==> config.mk <==
export PLATFORM = sky130hd
export DESIGN_NAME = two_voice_square_tone_generator_flat
export DESIGN_NICKNAME = d
export VERILOG_FILES = /design/src/design/tvstg_pkg.sv /design/src/design/tvstg_cmd_if.sv /design/src/design/tvstg_sample_if.sv /design/src/design/tvstg_voice.sv /design/src/design/two_voice_square_tone_generator.sv /design/src/flat_wrapper.sv
export SDC_FILE = /design/constraint.sdc
export NUM_CORES = 1
export LEC_CHECK = 0
export BUFFER_PORTS_ARGS = -buffer_cell sky130_fd_sc_hd__buf_2
export CORE_MARGIN = 2
export CORE_UTILIZATION = 30
export DETAILED_ROUTE_END_ITERATION = 12
export HOLD_SLACK_MARGIN = 0.15
export SYNTH_ARGS = -nofsm -noshare
export SYNTH_HDL_FRONTEND = slang
export SYNTH_SLANG_ARGS = --single-unit
==> constraint.sdc <==
create_clock -name clk -period 4.4 [get_ports clk]
set_input_delay 0 -clock clk [delete_from_list [all_inputs] [get_ports clk]]
set_output_delay 0 -clock clk [all_outputs]
set_load 0.02 [all_outputs]
==> src/design/tvstg_pkg.sv <==
// Shared types and constants for the two-voice square tone generator.
`default_nettype none
package tvstg_pkg;

  localparam int NOTE_W   = 8;
  localparam int COUNT_W  = 24;
  localparam int PERIOD_W = 24;
  localparam int DUE_W    = 25;
  localparam int ROM_W    = 17;
  localparam int LEVEL_W  = 8;

  // kind field codes
  localparam logic KIND_LOAD = 1'b0;
  localparam logic KIND_TICK = 1'b1;

  // register word addresses
  localparam logic CFG_INTERVAL = 1'b0;

  localparam logic [COUNT_W-1:0] INTERVAL_RESET = 24'd31250;

  localparam logic [LEVEL_W-1:0] LEVEL_BASE = 8'h40;
  localparam int                 LEVEL_SHIFT = 6;

  // pitch table: period(n) = floor(2^((ROOT_NOTE-n)/12) * 1e6 / ROOT_HZ)
  localparam int ROOT_NOTE = 69;
  localparam int OCTAVE_SPAN = 5;
  localparam longint unsigned DEN_BASE = 64'd440000000000;
  localparam longint unsigned SEMITONE_RATIO [12] = '{
    64'd1000000000000000, 64'd1059463094359295, 64'd1122462048309373,
    64'd1189207115002721, 64'd1259921049894873, 64'd1334839854170034,
    64'd1414213562373095, 64'd1498307076876681, 64'd1587401051968199,
    64'd1681792830507429, 64'd1781797436280678, 64'd1887748625363386
  };

  typedef struct packed {
    logic load;
    logic step;
  } voice_ctl_t;

  typedef struct packed {
    logic [LEVEL_W-1:0] level;
    logic               playing;
    logic               last_tick;
  } result_t;

endpackage
`default_nettype wire

==> src/design/tvstg_cmd_if.sv <==
// Command channel: load or tick transactions.
`default_nettype none
interface tvstg_cmd_if;
  logic                         valid;
  logic                         ready;
  logic                         kind;
  logic [tvstg_pkg::NOTE_W-1:0] note_first;
  logic [tvstg_pkg::NOTE_W-1:0] note_second;

  modport source (output valid, kind, note_first, note_second, input ready);
  modport sink   (input valid, kind, note_first, note_second, output ready);
endinterface
`default_nettype wire

==> src/design/tvstg_sample_if.sv <==
// Sample channel: one transaction per tick.
`default_nettype none
interface tvstg_sample_if;
  logic                          valid;
  logic                          ready;
  logic [tvstg_pkg::LEVEL_W-1:0] level;
  logic                          playing;
  logic                          last_tick;

  modport source (output valid, level, playing, last_tick, input ready);
  modport sink   (input valid, level, playing, last_tick, output ready);
endinterface
`default_nettype wire

==> src/design/tvstg_voice.sv <==
// One square-wave voice: due-time compare, toggle and period advance.
`default_nettype none
module tvstg_voice (
  input  wire                                clk,
  input  wire                                rst,
  input  tvstg_pkg::voice_ctl_t              ctl,
  input  wire  [tvstg_pkg::PERIOD_W-1:0]     period_load,
  input  wire  [tvstg_pkg::COUNT_W-1:0]      tick_count,
  output logic                               level_next
);

  logic [tvstg_pkg::PERIOD_W-1:0] period;
  logic [tvstg_pkg::DUE_W-1:0]    due;
  logic                           level;
  logic                           goes_high;

  logic hit;
  assign hit        = ctl.step && ({1'b0, tick_count} == due);
  assign level_next = hit ? goes_high : level;

  always_ff @(posedge clk) begin
    if (rst) begin
      period    <= '0;
      due       <= '0;
      level     <= 1'b0;
      goes_high <= 1'b0;
    end else if (ctl.load) begin
      // level is kept across loads; first toggle writes LOW
      period    <= period_load;
      due       <= {1'b0, period_load};
      goes_high <= 1'b0;
    end else if (hit) begin
      level     <= goes_high;
      goes_high <= ~goes_high;
      due       <= due + {1'b0, period};
    end
  end

endmodule
`default_nettype wire

==> src/design/two_voice_square_tone_generator.sv <==
// Top level of the two-voice square tone generator.
// A load transaction (kind 0) picks a note per voice and restarts an interval of
// interval_us ticks; it yields no sample. A tick transaction (kind 1) yields one
// sample: the merged level of both voices (64, 128 or 192), whether the tick lay
// inside an active interval, and a flag on the interval's final tick so the host
// can send the next note pair. Notes above 127 are rests and hold their level.
// The voice compare/add and the interval counter update in the same cycle a
// transaction is accepted, so one command can be taken per clock while cmd.ready
// is high. Samples leave through an output register backed by a one-entry skid
// buffer, so commands keep flowing while a sample waits; cmd.ready drops only
// when both are full. interval_us sits at byte address 0 of the APB port and
// should be written only while no tick is in flight.
`default_nettype none
module two_voice_square_tone_generator #(
  parameter int NOTE_COUNT = 128
) (
  input  wire                                clk,
  input  wire                                rst,
  tvstg_cmd_if.sink                          cmd,
  tvstg_sample_if.source                     sample,
  input  wire                                psel,
  input  wire                                penable,
  input  wire                                pwrite,
  input  wire  [2:0]                         paddr,
  input  wire  [31:0]                        pwdata,
  output logic [31:0]                        prdata,
  output logic                               pready
);

  localparam int IDX_W = $clog2(NOTE_COUNT);

  // ---------------------------------------------------------------------------
  // Pitch ROM, worked out at elaboration.
  // ---------------------------------------------------------------------------
  logic [tvstg_pkg::ROM_W-1:0] period_rom [NOTE_COUNT];

  for (genvar i = 0; i < NOTE_COUNT; i++) begin : g_rom
    localparam int SHIFTED = tvstg_pkg::ROOT_NOTE + 12 * tvstg_pkg::OCTAVE_SPAN - i;
    localparam int Q = SHIFTED / 12 - tvstg_pkg::OCTAVE_SPAN;
    localparam int R = SHIFTED % 12;
    localparam int SH_UP = (Q >= 0) ? Q : 0;
    localparam int SH_DN = (Q >= 0) ? 0 : -Q;
    localparam longint unsigned NUM = tvstg_pkg::SEMITONE_RATIO[R] << SH_UP;
    localparam longint unsigned DEN = tvstg_pkg::DEN_BASE << SH_DN;
    localparam longint unsigned PER = NUM / DEN;
    assign period_rom[i] = PER[tvstg_pkg::ROM_W-1:0];
  end

  // ---------------------------------------------------------------------------
  // Configuration register.
  // ---------------------------------------------------------------------------
  logic [tvstg_pkg::COUNT_W-1:0] interval_us;
  logic                          cfg_wr;

  assign pready = 1'b1;
  assign cfg_wr = psel && penable && pwrite && (paddr[2] == tvstg_pkg::CFG_INTERVAL);

  always_ff @(posedge clk) begin
    if (rst) begin
      interval_us <= tvstg_pkg::INTERVAL_RESET;
    end else if (cfg_wr) begin
      interval_us <= pwdata[tvstg_pkg::COUNT_W-1:0];
    end
  end

  always_comb begin
    prdata = '0;
    if (paddr[2] == tvstg_pkg::CFG_INTERVAL) begin
      prdata = {8'd0, interval_us};
    end
  end

  // ---------------------------------------------------------------------------
  // Command acceptance and interval control.
  // ---------------------------------------------------------------------------
  logic ov, sv;                 // output register / skid entry occupied
  tvstg_pkg::result_t od, sd;

  logic accept, is_load, is_tick;
  assign cmd.ready = !sv;
  assign accept    = cmd.valid && cmd.ready;
  assign is_load   = accept && (cmd.kind == tvstg_pkg::KIND_LOAD);
  assign is_tick   = accept && (cmd.kind == tvstg_pkg::KIND_TICK);

  logic [tvstg_pkg::COUNT_W-1:0] tick_count, tick_count_next;
  logic                          active;
  logic                          interval_end;

  assign tick_count_next = tick_count + 1'b1;
  // a wrapped counter also closes the interval
  assign interval_end = (tick_count_next >= interval_us) || (tick_count_next == '0);

  always_ff @(posedge clk) begin
    if (rst) begin
      tick_count <= '0;
      active     <= 1'b0;
    end else if (is_load) begin
      tick_count <= '0;
      active     <= (interval_us != '0);
    end else if (is_tick && active) begin
      tick_count <= tick_count_next;
      if (interval_end) begin
        active <= 1'b0;
      end
    end
  end

  // ---------------------------------------------------------------------------
  // Voices.
  // ---------------------------------------------------------------------------
  function automatic logic [tvstg_pkg::PERIOD_W-1:0] pick_period(
    input logic [tvstg_pkg::NOTE_W-1:0]  note,
    input logic [tvstg_pkg::ROM_W-1:0]   rom_val,
    input logic [tvstg_pkg::COUNT_W-1:0] rest_len
  );
    // rest: due time lands at the interval end, so the level holds
    if (32'(note) >= NOTE_COUNT) return rest_len;
    return tvstg_pkg::PERIOD_W'(rom_val);
  endfunction

  tvstg_pkg::voice_ctl_t         voice_ctl;
  logic [tvstg_pkg::PERIOD_W-1:0] period_first, period_second;
  logic                           level_first, level_second;

  assign voice_ctl.load = is_load;
  assign voice_ctl.step = is_tick && active;

  assign period_first  = pick_period(cmd.note_first,
                                     period_rom[cmd.note_first[IDX_W-1:0]], interval_us);
  assign period_second = pick_period(cmd.note_second,
                                     period_rom[cmd.note_second[IDX_W-1:0]], interval_us);

  tvstg_voice u_voice_first (
    .clk         (clk),
    .rst         (rst),
    .ctl         (voice_ctl),
    .period_load (period_first),
    .tick_count  (tick_count),
    .level_next  (level_first)
  );

  tvstg_voice u_voice_second (
    .clk         (clk),
    .rst         (rst),
    .ctl         (voice_ctl),
    .period_load (period_second),
    .tick_count  (tick_count),
    .level_next  (level_second)
  );

  // ---------------------------------------------------------------------------
  // Sample formation and output buffering.
  // ---------------------------------------------------------------------------
  tvstg_pkg::result_t res;
  logic [1:0]         high_count;

  assign high_count    = {1'b0, level_first} + {1'b0, level_second};
  assign res.level     = tvstg_pkg::LEVEL_BASE
                       + (tvstg_pkg::LEVEL_W'(high_count) << tvstg_pkg::LEVEL_SHIFT);
  assign res.playing   = active;
  assign res.last_tick = active && interval_end;

  logic pop;
  assign pop = ov && sample.ready;

  always_ff @(posedge clk) begin
    if (rst) begin
      ov <= 1'b0;
      sv <= 1'b0;
    end else begin
      if (pop) begin
        if (sv) begin
          ov <= 1'b1;
          sv <= 1'b0;
        end else begin
          ov <= is_tick;
        end
      end else if (is_tick) begin
        if (!ov) begin
          ov <= 1'b1;
        end else begin
          sv <= 1'b1;
        end
      end
    end
  end

  // payload registers, no reset
  always_ff @(posedge clk) begin
    if (pop && sv) begin
      od <= sd;
    end else if (is_tick && (pop || !ov)) begin
      od <= res;
    end
    if (is_tick && ov && !pop) begin
      sd <= res;
    end
  end

  assign sample.valid     = ov;
  assign sample.level     = od.level;
  assign sample.playing   = od.playing;
  assign sample.last_tick = od.last_tick;

endmodule
`default_nettype wire
==> src/flat_wrapper.sv <==
// flat-port wrapper written by rule: the top's interface ports become plain ports
module two_voice_square_tone_generator_flat 
#(
  parameter int NOTE_COUNT = 128
)
  (clk, rst, psel, penable, pwrite, paddr, pwdata, prdata, pready, cmd_valid, cmd_kind, cmd_note_first, cmd_note_second, cmd_ready, sample_valid, sample_level, sample_playing, sample_last_tick, sample_ready);
  tvstg_cmd_if cmd_i ();
  tvstg_sample_if sample_i ();
  input  wire clk;
  input  wire rst;
  input  wire psel;
  input  wire penable;
  input  wire pwrite;
  input  wire  [2:0] paddr;
  input  wire  [31:0] pwdata;
  output logic [31:0] prdata;
  output logic pready;
  input wire logic [$bits(cmd_i.valid)-1:0] cmd_valid;
  input wire logic [$bits(cmd_i.kind)-1:0] cmd_kind;
  input wire logic [$bits(cmd_i.note_first)-1:0] cmd_note_first;
  input wire logic [$bits(cmd_i.note_second)-1:0] cmd_note_second;
  output wire logic [$bits(cmd_i.ready)-1:0] cmd_ready;
  output wire logic [$bits(sample_i.valid)-1:0] sample_valid;
  output wire logic [$bits(sample_i.level)-1:0] sample_level;
  output wire logic [$bits(sample_i.playing)-1:0] sample_playing;
  output wire logic [$bits(sample_i.last_tick)-1:0] sample_last_tick;
  input wire logic [$bits(sample_i.ready)-1:0] sample_ready;
  assign cmd_i.valid = cmd_valid;
  assign cmd_i.kind = cmd_kind;
  assign cmd_i.note_first = cmd_note_first;
  assign cmd_i.note_second = cmd_note_second;
  assign cmd_ready = cmd_i.ready;
  assign sample_valid = sample_i.valid;
  assign sample_level = sample_i.level;
  assign sample_playing = sample_i.playing;
  assign sample_last_tick = sample_i.last_tick;
  assign sample_i.ready = sample_ready;
  two_voice_square_tone_generator #(.NOTE_COUNT(NOTE_COUNT)) u_core (.clk(clk), .rst(rst), .cmd(cmd_i), .sample(sample_i), .psel(psel), .penable(penable), .pwrite(pwrite), .paddr(paddr), .pwdata(pwdata), .prdata(prdata), .pready(pready));
endmodule
==> metrics.md, run 1 <==
| Metric | Value |
|---|---|
| Run status | completed |
| Met3 Resource Use GR | 2.02% |
| Slew Limit Headroom | 38.0% |
| Clock sink total | 161 |
| Number of buffer and inverter instances along the worst setup path | 0 |
| CTS Buffer Depth | 2 |
| Final RePlAce weighted congestion | 0.958 |
| Post-route clock period utilization | 91.1% |
| CTS H-Tree Depth | 4 |
| Capturing element type of the critical path | register |
| Kind of path behind the tightest hold check | input port to register |
| Crit path max-delay cell type | or3_1 |
| GRT overflow | 0 |
| Cell type group with the largest total delay on the critical path | compound AO/OA/AOI/OAI gates |
| Smallest setup slack after layout | 0.392 ns |
| Number of synthesized register bits | 161 |
| Cell leakage power | 6.78 nW |
| Busiest grt layer | met2 |
| Total power | 4.14 mW |
| Clock-pin slew of the registers on the worst-case setup and hold paths | 0.07 ns |
| I/O pin cnt | 104 |
| CTS root buffer | clkbuf_16 |
| WP data required | 4.60 ns |
| Setup-failing EPs final | 0 |
| Cell breakdown of the critical path | ha_1 > nand3_1 > or3_1 > nor3_2 > xor2_1 > ha_1 > a21o_1 > a21o_1 > a21o_1 > a221o_1 > a21o_1 > a221oi_1 > nand2_1 > a22o_1 |
| Combinational family with the most area after synthesis | compound AO/OA/AOI/OAI gates |
| Startpoint types | register |
| Synth async-reset ratio | 0% |
| Placement row count | 79 |
| Maximum cell stage delay along the critical path | 0.46 ns |
| Later-pin clock latency in the skew report | 0.44 ns |
| First-pass GRT wire length | 75.9 mm |
| CP max FO | 7 |
| Area of the die | 48900 µm² |
| Count of flip-flops with a built-in enable after synthesis | 8 |
| PwrDens | 260 nW/µm² |
| Leading cell types in the layout, fill and taps excluded | 219 x nand2_1, 190 x nor2_1, 181 x a21oi_1 |
| Area delta synth->final | 12.6% |
| Maximum number of pins on one net before global-route repair | 67 |
| Global-route usage over all layers | 19.3% |
| Clock buffer count from CTS | 17 |
| Cell occurring most often along the worst timing path | a21o_1 |
| Min Hold Slack | 0.200 ns |
| Post-Syn Instances | 1894 |
| Proportion of layout cells with a drive suffix above 1 | 10.3% |
| Post-synthesis share of cell area spent on xor and xnor gates | 7.73% |
| Detailed Route Iter0 Violations | 1622 |
| R2R setup slack | 0.39 ns |
| Via count of the first global-routing pass | 13171 |
| Maximum ir drop on the vdd rail | 0.265 mV |
| Max Cap Viol | 0 |
| Non-filler cells, final | 2543 |
| Area share of and/or/nand/nor cells after synthesis | 20.7% |
| Placed cell count | 2480 |
| Global-route met2 utilization | 30.3% |
| Vias after detailed routing | 14206 |
| Part of the Yosys area used for sequential elements | 23.4% |
| Starting density of the core | 30.4% |
| Number of endpoints with negative hold slack in the final report | 0 |
| Overall die width | 221 µm |
| Antenna violations before repair | 1 |
| Fmax achieved | 250 MHz |
| Total inserted antenna cells | 0 |
| Count of synthesis-stage warnings from yosys | 0 |
| Avg Synthesized Cell Area | 7.46 µm² |
| Final sum of negative setup slack | 0 ns |
| Largest clock skew in the final design | 0.0141 ns |
| Number of remaining DRC errors | 0 |
| Critical path class | register to register |
| Adder-cell share of the synthesized area | 8.34% |
| Data arrival time of the critical path | 4.21 ns |
| Detailed-placement wirelength estimate | 36.4 mm |
| Antenna Violating Nets Remaining | 0 |
| Router iterations before antenna repair | 6 |
| Post-synthesis instance area | 14100 µm² |
| Clock period minus worst slack | 4.01 ns |
| Synth cell types | 81 |
| Count of final max-slew check failures | 0 |
| Least-Margin Pin Slew | 0.930 ns |
| Post-DR wirelength/cell | 19.2 µm |
| Detail-routed via count per cell | 5.59 |
| # port buffers | 78 |
| Met1 track utilization from global routing | 28.2% |
| Floorplan core area | 46600 µm² |
| CTS tree | built |
| Primary flip-flop cell chosen by synthesis mapping | dfxtp_1 |
| Post-synthesis compound-gate area fraction | 26.2% |
| Most common library cell in the layout ignoring fill and taps | nand2_1 |
| Mux contribution to synthesized area | 6.72% |
| Post-cts repair resize count | 0 |
| Setup slack after placement | 0.432 ns |
| RSZ-0062 raised after global routing | false |
| Post-detailed-routing wire length | 48.7 mm |
| Number of nets at the end of the flow | 2075 |
| Die height | 221 µm |
## per-layer routing
metal | wire length [µm] | up-vias
li1 | - | 6809
met1 | 23200 | 6802
met2 | 21700 | 540
met3 | 2870 | 55
met4 | 965 | 0
met5 | 0 | -
## worst reg2reg max path, cell delays in order, from the launching register on
cell and delay [ns]:
dfxtp_1 0.45, ha_1 0.30, nand3_1 0.18, or3_1 0.46, nor3_2 0.30, xor2_1 0.19, ha_1 0.26, a21o_1 0.16
a21o_1 0.17, a21o_1 0.17, a221o_1 0.29, a21o_1 0.17, a221oi_1 0.28, nand2_1 0.16, a22o_1 0.22
## cell families after synthesis
kind of cell,after synthesis
and+or+nand+nor,638
buffers and inverters,227
other,2
DFF,161
AOI/OAI and AO/OA,575
xor gates and xnor gates,123
adders and majority gates,93
muxes,75
## worst paths after layout
kind / endpoint / depth (start not counted) / startpoint
worst max-delay path: u_core.sample.last_tick$_DFFE_PP_ / 14 / u_core.tick_count[0]$_SDFFE_PP0P_
worst min-delay path: u_core.u_voice_first.period[23]$_SDFFE_PP0P_ / 3 / cmd_note_first[7]
worst max register to register: u_core.sample.last_tick$_DFFE_PP_ / 14 / u_core.tick_count[0]$_SDFFE_PP0P_
worst min register to register: u_core.u_voice_first.period[7]$_SDFFE_PP0P_ / 2 / u_core.u_voice_first.period[7]$_SDFFE_PP0P_
## per-stage QoR
step / utilization, % / cell area (µm²)
6_report: 34.2 / 15900
5_1_grt: 34.2 / 15900
4_1_cts: 34.2 / 15900
3_5_place_dp: 32.2 / 15000
3_3_place_gp: 32.2 / 15000
2_1_floorplan: - / 14200
## cell type report
class	count	area, µm²
Sequential cell	161	3300
Fill cell	4920	30600
Inverter	73	274
Clock buffer	18	439
Clock inverter	14	179
Tap cell	607	759
Multi-Input combinational cell	1519	9930
Timing Repair Buffer	151	1040
## where the power goes
group          total (mW)  internal (mW)  switching [mW]
combinational       0.961          0.369           0.592
sequential           1.59           1.53          0.0669
clock                1.59          0.917           0.672
## what timing repair did
action,in CTS,in global routing
hold buffers,31,0
endpoints found under the hold margin,39,0
buffers inserted,0,0
setup endpoints to repair,0,0
## synth_stat cells, types with 4 or more instances
cell type	n	share of area (%)
a311oi_1	5	0.31
a21boi_0	15	0.80
mux2i_1	51	3.6
edfxtp_1	8	1.7
a221oi_1	14	0.87
o31ai_1	10	0.53
o21bai_1	13	0.69
mux4_2	15	2.4
nand2b_1	18	0.80
mux2_2	9	0.72
or3_1	12	0.53
and3_1	13	0.58
ha_1	91	8.1
nand4_1	17	0.75
clkinv_1	4	0.11
buf_4	19	1.0
a2111oi_0	7	0.43
xnor2_1	47	2.9
nand3b_1	6	0.32
a211o_1	20	1.2
buf_2	32	1.1
clkbuf_1	78	2.1
a22oi_1	5	0.27
xor2_1	74	4.6
nor4_1	30	1.3
nand2_1	219	5.8
inv_1	66	1.8
a211oi_1	31	1.6
nor2b_1	21	0.93
and2_1	6	0.27
o21a_1	31	1.6
dfxtp_1	153	22
nand3_1	57	2.0
a31oi_1	29	1.3
nor2_1	191	5.1
a21oi_1	181	6.4
nor3_1	28	0.99
buf_1	23	0.61
a21o_1	42	2.2
o21ai_0	104	3.7
or2_2	5	0.22
o211ai_1	28	1.5
## flip-flops by register name, summed over array words and instances, names as in the netlist
| name | cells |
|---|---|
| u_core.sample.level | 2 |
| u_core.sample.valid | 1 |
| u_core.sv | 1 |
| u_core.u_voice_first.level | 1 |
| u_core.sample.last_tick | 1 |
| u_core.interval_us | 24 |
| u_core.sample.playing | 1 |
| u_core.u_voice_first.due | 25 |
| u_core.tick_count | 24 |
| u_core.sd | 4 |
| u_core.u_voice_first.goes_high | 1 |
| u_core.u_voice_second.period | 24 |
| u_core.u_voice_second.due | 25 |
| u_core.active | 1 |
| u_core.u_voice_second.level | 1 |
| u_core.u_voice_second.goes_high | 1 |
| u_core.u_voice_first.period | 24 |
No activity file was read; power rests on OpenSTA's default activity.
==> inputs of run 2 (changes only) <==
- clock period: 4.4 -> 4.9 ns (I/O delays scaled with it)
==> run 2 against run 1 <==
Clock skew is 0.0030 ns lower; die area stayed put; largest cell class unchanged; cell count is 0.31% lower; register-to-register slack worse by 0.03 ns; utilization is 0.21 points lower; non-clock buffer count is 5 lower; critical endpoint unchanged.
==> metrics.md, run 2 (same netlist as run 1, synthesis figures left out) <==
| Metric | Value |
|---|---|
| Clock-pin slew of the registers on the worst-case setup and hold paths | 0.06 ns |
| Final sum of negative setup slack | 0 ns |
| Antenna Violating Nets Remaining | 0 |
| Number of remaining DRC errors | 0 |
| Overall die width | 221 µm |
| Endpoint, Worst Hold | u_core.interval_us[15]$_SDFFE_PP0P_ |
| Max Cap Viol | 0 |
| Vias after detailed routing | 14134 |
| Clock sink total | 161 |
| Post-DR wirelength/cell | 19.2 µm |
| Slew Limit Headroom | 36.2% |
| Via count of the first global-routing pass | 13109 |
| Busiest grt layer | met2 |
| Antenna violations before repair | 0 |
| GRT overflow | 0 |
| Leading cell types in the layout, fill and taps excluded | 219 x nand2_1, 190 x nor2_1, 181 x a21oi_1 |
| Sequential group share of total power | 39.4% |
| Capturing element type of the critical path | register |
| Maximum number of pins on one net before global-route repair | 61 |
| Detail-routed via count per cell | 5.58 |
| Maximum ir drop on the vdd rail | 0.252 mV |
| Detailed Route Iter0 Violations | 1192 |
| Count of final max-slew check failures | 0 |
| Cell leakage power | 6.73 nW |
| R2R setup slack | 0.37 ns |
| Setup-failing EPs final | 0 |
| Clock period minus worst slack | 4.53 ns |
| Proportion of layout cells with a drive suffix above 1 | 9.34% |
| Post-cts repair resize count | 0 |
| Number of nets at the end of the flow | 2070 |
| Area delta synth->final | 12.0% |
| Clock buffer count from CTS | 17 |
| Fmax achieved | 221 MHz |
| CTS Buffer Depth | 2 |
| Global-route usage over all layers | 19.6% |
| Leading registers by flop count | u_core.u_voice_first.due: 25 flops, u_core.u_voice_second.due: 25 flops |
| Floorplan core area | 46600 µm² |
| Later-pin clock latency in the skew report | 0.45 ns |
| Post-route clock period utilization | 92.5% |
| Area of the die | 48900 µm² |
| Switching power | 1.13 mW |
| Placement row count | 79 |
| Number of endpoints with negative hold slack in the final report | 0 |
| Total inserted antenna cells | 0 |
| Filler Cells Inserted | 4985 |
| First-pass GRT wire length | 76.3 mm |
| Die height | 221 µm |
| CTS tree | built |
| CP max FO | 7 |
| Run status | completed |
| Global-route met2 utilization | 29.8% |
| Critical path class | register to register |
| Router iterations before antenna repair | 5 |
| Switching power share of the total | 31.1% |
| Startpoint types | register |
| Worst R2R Start | u_core.tick_count[7]$_SDFFE_PP0P_ |
| Met3 Resource Use GR | 2.93% |
| Final RePlAce weighted congestion | 0.928 |
| CTS H-Tree Depth | 4 |
| Data arrival time of the critical path | 4.73 ns |
| Launch point of the worst hold path | penable |
| Kind of path behind the tightest hold check | input port to register |
| Detailed-placement wirelength estimate | 36.5 mm |
| R2R depth | 14 |
| WP data required | 5.09 ns |
| Starting density of the core | 30.4% |
| Smallest setup slack after layout | 0.367 ns |
| Met1 track utilization from global routing | 28.1% |
| I/O pin cnt | 104 |
| Post-detailed-routing wire length | 48.8 mm |
| Least-Margin Pin Slew | 0.957 ns |
| # port buffers | 78 |
| CTS root buffer | clkbuf_16 |
| RSZ-0062 raised after global routing | false |
| Setup slack after placement | 0.457 ns |
| Proportion of power drawn by combinational gates | 23.6% |
| Internal cell power | 2.51 mW |
| Total power | 3.64 mW |
| Reg-to-Reg End | u_core.sample.last_tick$_DFFE_PP_ |
| Clock group share of total power | 37.1% |
| Largest clock skew in the final design | 0.0110 ns |
| Most common library cell in the layout ignoring fill and taps | nand2_1 |
| Worst hold path cell count | 5 |
| PwrDens | 230 nW/µm² |
## run 2: cell types whose count changed in the layout (fill, tap and decap cells not counted), sizes merged
cell and delta:
buf -12, dlygate4sd3 +7, clkbuf +5, inv -4, clkinvlp -3, clkinv -1
## run 2: layer usage
metal  part of all wire (%)  up-vias  routed length [µm]
met5                      0        -                   0
met4                    2.4        0                1160
li1                       -     6822                   -
met3                    5.6       58                2750
met1                     48     6819               23400
met2                     44      435               21500
## run 2: power groups by stage
stage               clock network, mW  logic (mW)  registers, mW
CTS                              1.37       0.847           1.43
finish                           1.35       0.858           1.43
floorplan                           0       0.626           1.43
global route                     1.42       0.945           1.44
global placement                    0       0.812           1.46
detailed placement                  0       0.820           1.46
## run 2: repair_timing
action | in CTS | in global routing
hold buffers | 38 | 0
endpoints found under the hold margin | 53 | 0
setup buffers | 0 | 0
## run 2: how the worst max path moves through the flow
stage,start,to,slack [ns],cells past startpoint
final,u_core.tick_count[7]$_SDFFE_PP0P_,u_core.sample.last_tick$_DFFE_PP_,0.37,14
after global routing,u_core.tick_count[7]$_SDFFE_PP0P_,u_core.sample.last_tick$_DFFE_PP_,0.09,14
after CTS,u_core.tick_count[0]$_SDFFE_PP0P_,u_core.sample.last_tick$_DFFE_PP_,0.44,14
after detailed placement,u_core.tick_count[0]$_SDFFE_PP0P_,u_core.sample.last_tick$_DFFE_PP_,0.46,14
after global placement,u_core.tick_count[7]$_SDFFE_PP0P_,u_core.sample.last_tick$_DFFE_PP_,0.59,14
after floorplan,u_core.tick_count[0]$_SDFFE_PP0P_,u_core.sample.last_tick$_DFFE_PP_,1.21,15
## run 2: cell type report
type / count / area [µm²] / area share (%)
multi-input cells: 1519 / 9930 / 62.7
flip-flops and latches: 161 / 3300 / 20.9
repair buffers: 146 / 998 / 6.31
well taps: 607 / 759 / 4.80
clock buffers: 23 / 458 / 2.89
inverters: 73 / 274 / 1.73
clock inverters: 6 / 109 / 0.688
## run 2: worst max-delay path: stages (launching register included)
cell and delay [ns]:
dfxtp_1 0.56, nand4_1 0.34, nor3_1 0.61, nand2_1 0.15, xnor2_1 0.34, ha_1 0.31
a21o_1 0.19, a21o_1 0.17, a21o_1 0.16, a21o_1 0.17, a221o_1 0.30, a21o_1 0.17
a221oi_1 0.39, nand2_1 0.18, a22o_1 0.23
## run 2: through the flow
| stage | hold WS (ns) | instances | instance area [µm²] | util, % |
|---|---|---|---|---|
| global placement | 0.212 | 2468 | 14900 | 32.0 |
| detailed placement | 0.205 | 2468 | 14900 | 32.0 |
| CTS | 0.259 | 2535 | 15800 | 34.0 |
| floorplan | 0.116 | 1907 | 14200 | - |
| finish | 0.276 | 2535 | 15800 | 34.0 |
| global route | 0.294 | 2535 | 15800 | 34.0 |
==> inputs of run 3 (changes only) <==
- MAX_ROUTING_LAYER: default -> met4
==> run 3 against run 2 <==
Sequential cell count stayed put; critical path depth rose by 1; clock skew fell by 0.00061 ns; critical endpoint unchanged.
==> metrics.md, run 3 (same netlist as run 1, synthesis figures left out) <==
| Metric | Value |
|---|---|
| Internal cell power | 2.54 mW |
| Clock buffer count from CTS | 17 |
| Number of remaining DRC errors | 0 |
| PwrDens | 232 nW/µm² |
| Most common library cell in the layout ignoring fill and taps | nand2_1 |
| Non-filler cells, final | 2542 |
| Placed Area | 14900 µm² |
| Floorplan core area | 46600 µm² |
| Proportion of layout cells with a drive suffix above 1 | 9.82% |
| Number of nets at the end of the flow | 2075 |
| Total inserted antenna cells | 0 |
| Clock-pin slew of the registers on the worst-case setup and hold paths | 0.07 ns |
| Global-route usage over all layers | 20.4% |
| Slew Limit Headroom | 21.0% |
| Maximum number of pins on one net before global-route repair | 62 |
| Kind of path behind the tightest hold check | input port to register |
| Detailed Route Iter0 Violations | 1189 |
| Number of buffer and inverter instances along the worst setup path | 1 |
| Switching power | 1.16 mW |
| First-pass GRT wire length | 77.2 mm |
| Capturing element type of the critical path | register |
| Count of final max-slew check failures | 0 |
| Fmax achieved | 236 MHz |
| Least-Margin Pin Slew | 1.18 ns |
| Die height | 221 µm |
| Max Cap Viol | 0 |
| Overall die width | 221 µm |
| Area delta synth->final | 12.5% |
| # port buffers | 78 |
| Final sum of negative setup slack | 0 ns |
| Detailed-placement wirelength estimate | 36.8 mm |
| CTS tree | built |
| Layout Utilization | 34.2% |
| CTS root buffer | clkbuf_16 |
| Cell breakdown of the critical path | ha_1 > nand3_1 > buf_4 > nor2_1 > nand3_1 > xnor2_1 > ha_1 > a21o_1 > a21oi_1 > o21ai_0 > a221o_1 > a21o_1 > a221oi_1 > nand2_1 > a22o_1 |
| CP max FO | 10 |
| Clock group share of total power | 38.0% |
| CTS H-Tree Depth | 4 |
| Placement row count | 79 |
| Clock period minus worst slack | 4.24 ns |
| Antenna violations before repair | 0 |
| Filler Cells Inserted | 4924 |
| Post-route clock period utilization | 86.6% |
| Detail-routed via count per cell | 5.51 |
| Post-DR wirelength/cell | 19.4 µm |
| RSZ-0062 raised after global routing | false |
| Number of endpoints with negative hold slack in the final report | 0 |
| Router iterations before antenna repair | 5 |
| Post-CTS Setup Inserts | 0 |
| Run status | completed |
| Leading cell types in the layout, fill and taps excluded | 219 x nand2_1, 190 x nor2_1, 181 x a21oi_1 |
| CTS Buffer Depth | 2 |
| Final RePlAce weighted congestion | 0.928 |
| Starting density of the core | 30.4% |
| Setup-failing EPs final | 0 |
| Maximum cell stage delay along the critical path | 0.58 ns |
| Crit path max-delay cell type | dfxtp_1 |
| Post-detailed-routing wire length | 49.4 mm |
| Later-pin clock latency in the skew report | 0.45 ns |
| Maximum ir drop on the vdd rail | 0.243 mV |
| Data arrival time of the critical path | 4.44 ns |
| I/O pin cnt | 104 |
| Placed cell count | 2473 |
| Switching power share of the total | 31.4% |
| Vias after detailed routing | 14014 |
| Total power | 3.70 mW |
| Clock sink total | 161 |
| Area of the die | 48900 µm² |
| Via count of the first global-routing pass | 13324 |
| Post-cts repair resize count | 0 |
| Post-route cell area | 15900 µm² |
| Critical path class | register to register |
| Largest clock skew in the final design | 0.0104 ns |
| WP data required | 5.10 ns |
| Startpoint types | register |
| Cell leakage power | 6.77 nW |
| Proportion of power drawn by combinational gates | 23.3% |
| Cell type group with the largest total delay on the critical path | compound AO/OA/AOI/OAI gates |
| Leading registers by flop count | u_core.u_voice_first.due: 25 flops, u_core.u_voice_second.due: 25 flops |
| Sequential group share of total power | 38.6% |
| Antenna Violating Nets Remaining | 0 |
| GRT overflow | 0 |
-- run 3: metrics by stage --
step / hold WS [ns] / setup slack, ns
final: 0.266 / 0.658
after global routing: 0.303 / 0.436
after CTS: 0.247 / 0.727
after detailed placement: 0.212 / 0.736
after global placement: 0.208 / 0.795
after floorplan: 0.116 / 1.21
-- run 3: final cells by class --
cell class                      instances  area [µm²]  area share, %
Multi-Input combinational cell       1519        9930           62.4
Tap cell                              607         759           4.77
Inverter                               73         274           1.72
Clock inverter                          9         131          0.826
Sequential cell                       161        3300           20.8
Timing Repair Buffer                  151        1040           6.51
Clock buffer                           22         474           2.98
-- run 3: power groups by stage --
stage	sequential (mW)	combinational (mW)	clock, mW
after CTS	1.43	0.850	1.43
after detailed placement	1.46	0.824	0
final	1.43	0.862	1.41
after global routing	1.43	0.950	1.49
after global placement	1.46	0.815	0
after floorplan	1.43	0.626	0
-- run 3: path summary, 6_finish.rpt --
kind | startpoint | end | slack, ns | cells past startpoint
worst min-delay path | cmd_note_second[6] | u_core.u_voice_second.period[1]$_SDFFE_PP0P_ | 0.27 | 5
worst max register to register | u_core.tick_count[0]$_SDFFE_PP0P_ | u_core.sample.last_tick$_DFFE_PP_ | 0.66 | 15
worst min register to register | u_core.u_voice_first.period[7]$_SDFFE_PP0P_ | u_core.u_voice_first.period[7]$_SDFFE_PP0P_ | 0.46 | 2
worst max-delay path | u_core.tick_count[0]$_SDFFE_PP0P_ | u_core.sample.last_tick$_DFFE_PP_ | 0.66 | 15
-- run 3: repair_timing --
action | 4_1_cts | 5_1_grt
hold buffers | 38 | 0
setup endpoints to repair | 0 | 0
endpoints found under the hold margin | 51 | 0
-- run 3: worst reg2reg max path, cell delays in order, from the launching register on --
cell and delay, ns:
dfxtp_1 0.58, ha_1 0.32, nand3_1 0.19, buf_4 0.22, nor2_1 0.34, nand3_1 0.15, xnor2_1 0.16, ha_1 0.34
a21o_1 0.17, a21oi_1 0.17, o21ai_0 0.13, a221o_1 0.36, a21o_1 0.18, a221oi_1 0.30, nand2_1 0.16, a22o_1 0.23
-- run 3: per-layer routing --
metal  vias to the layer above  global-route usage, %  share of wire [%]
met5                         -                      -                  0
met4                         0                   5.69                2.3
met3                        67                   3.74                6.2
met2                       478                   30.3                 43
met1                      6644                   28.1                 48
li1                       6825                      -                  -
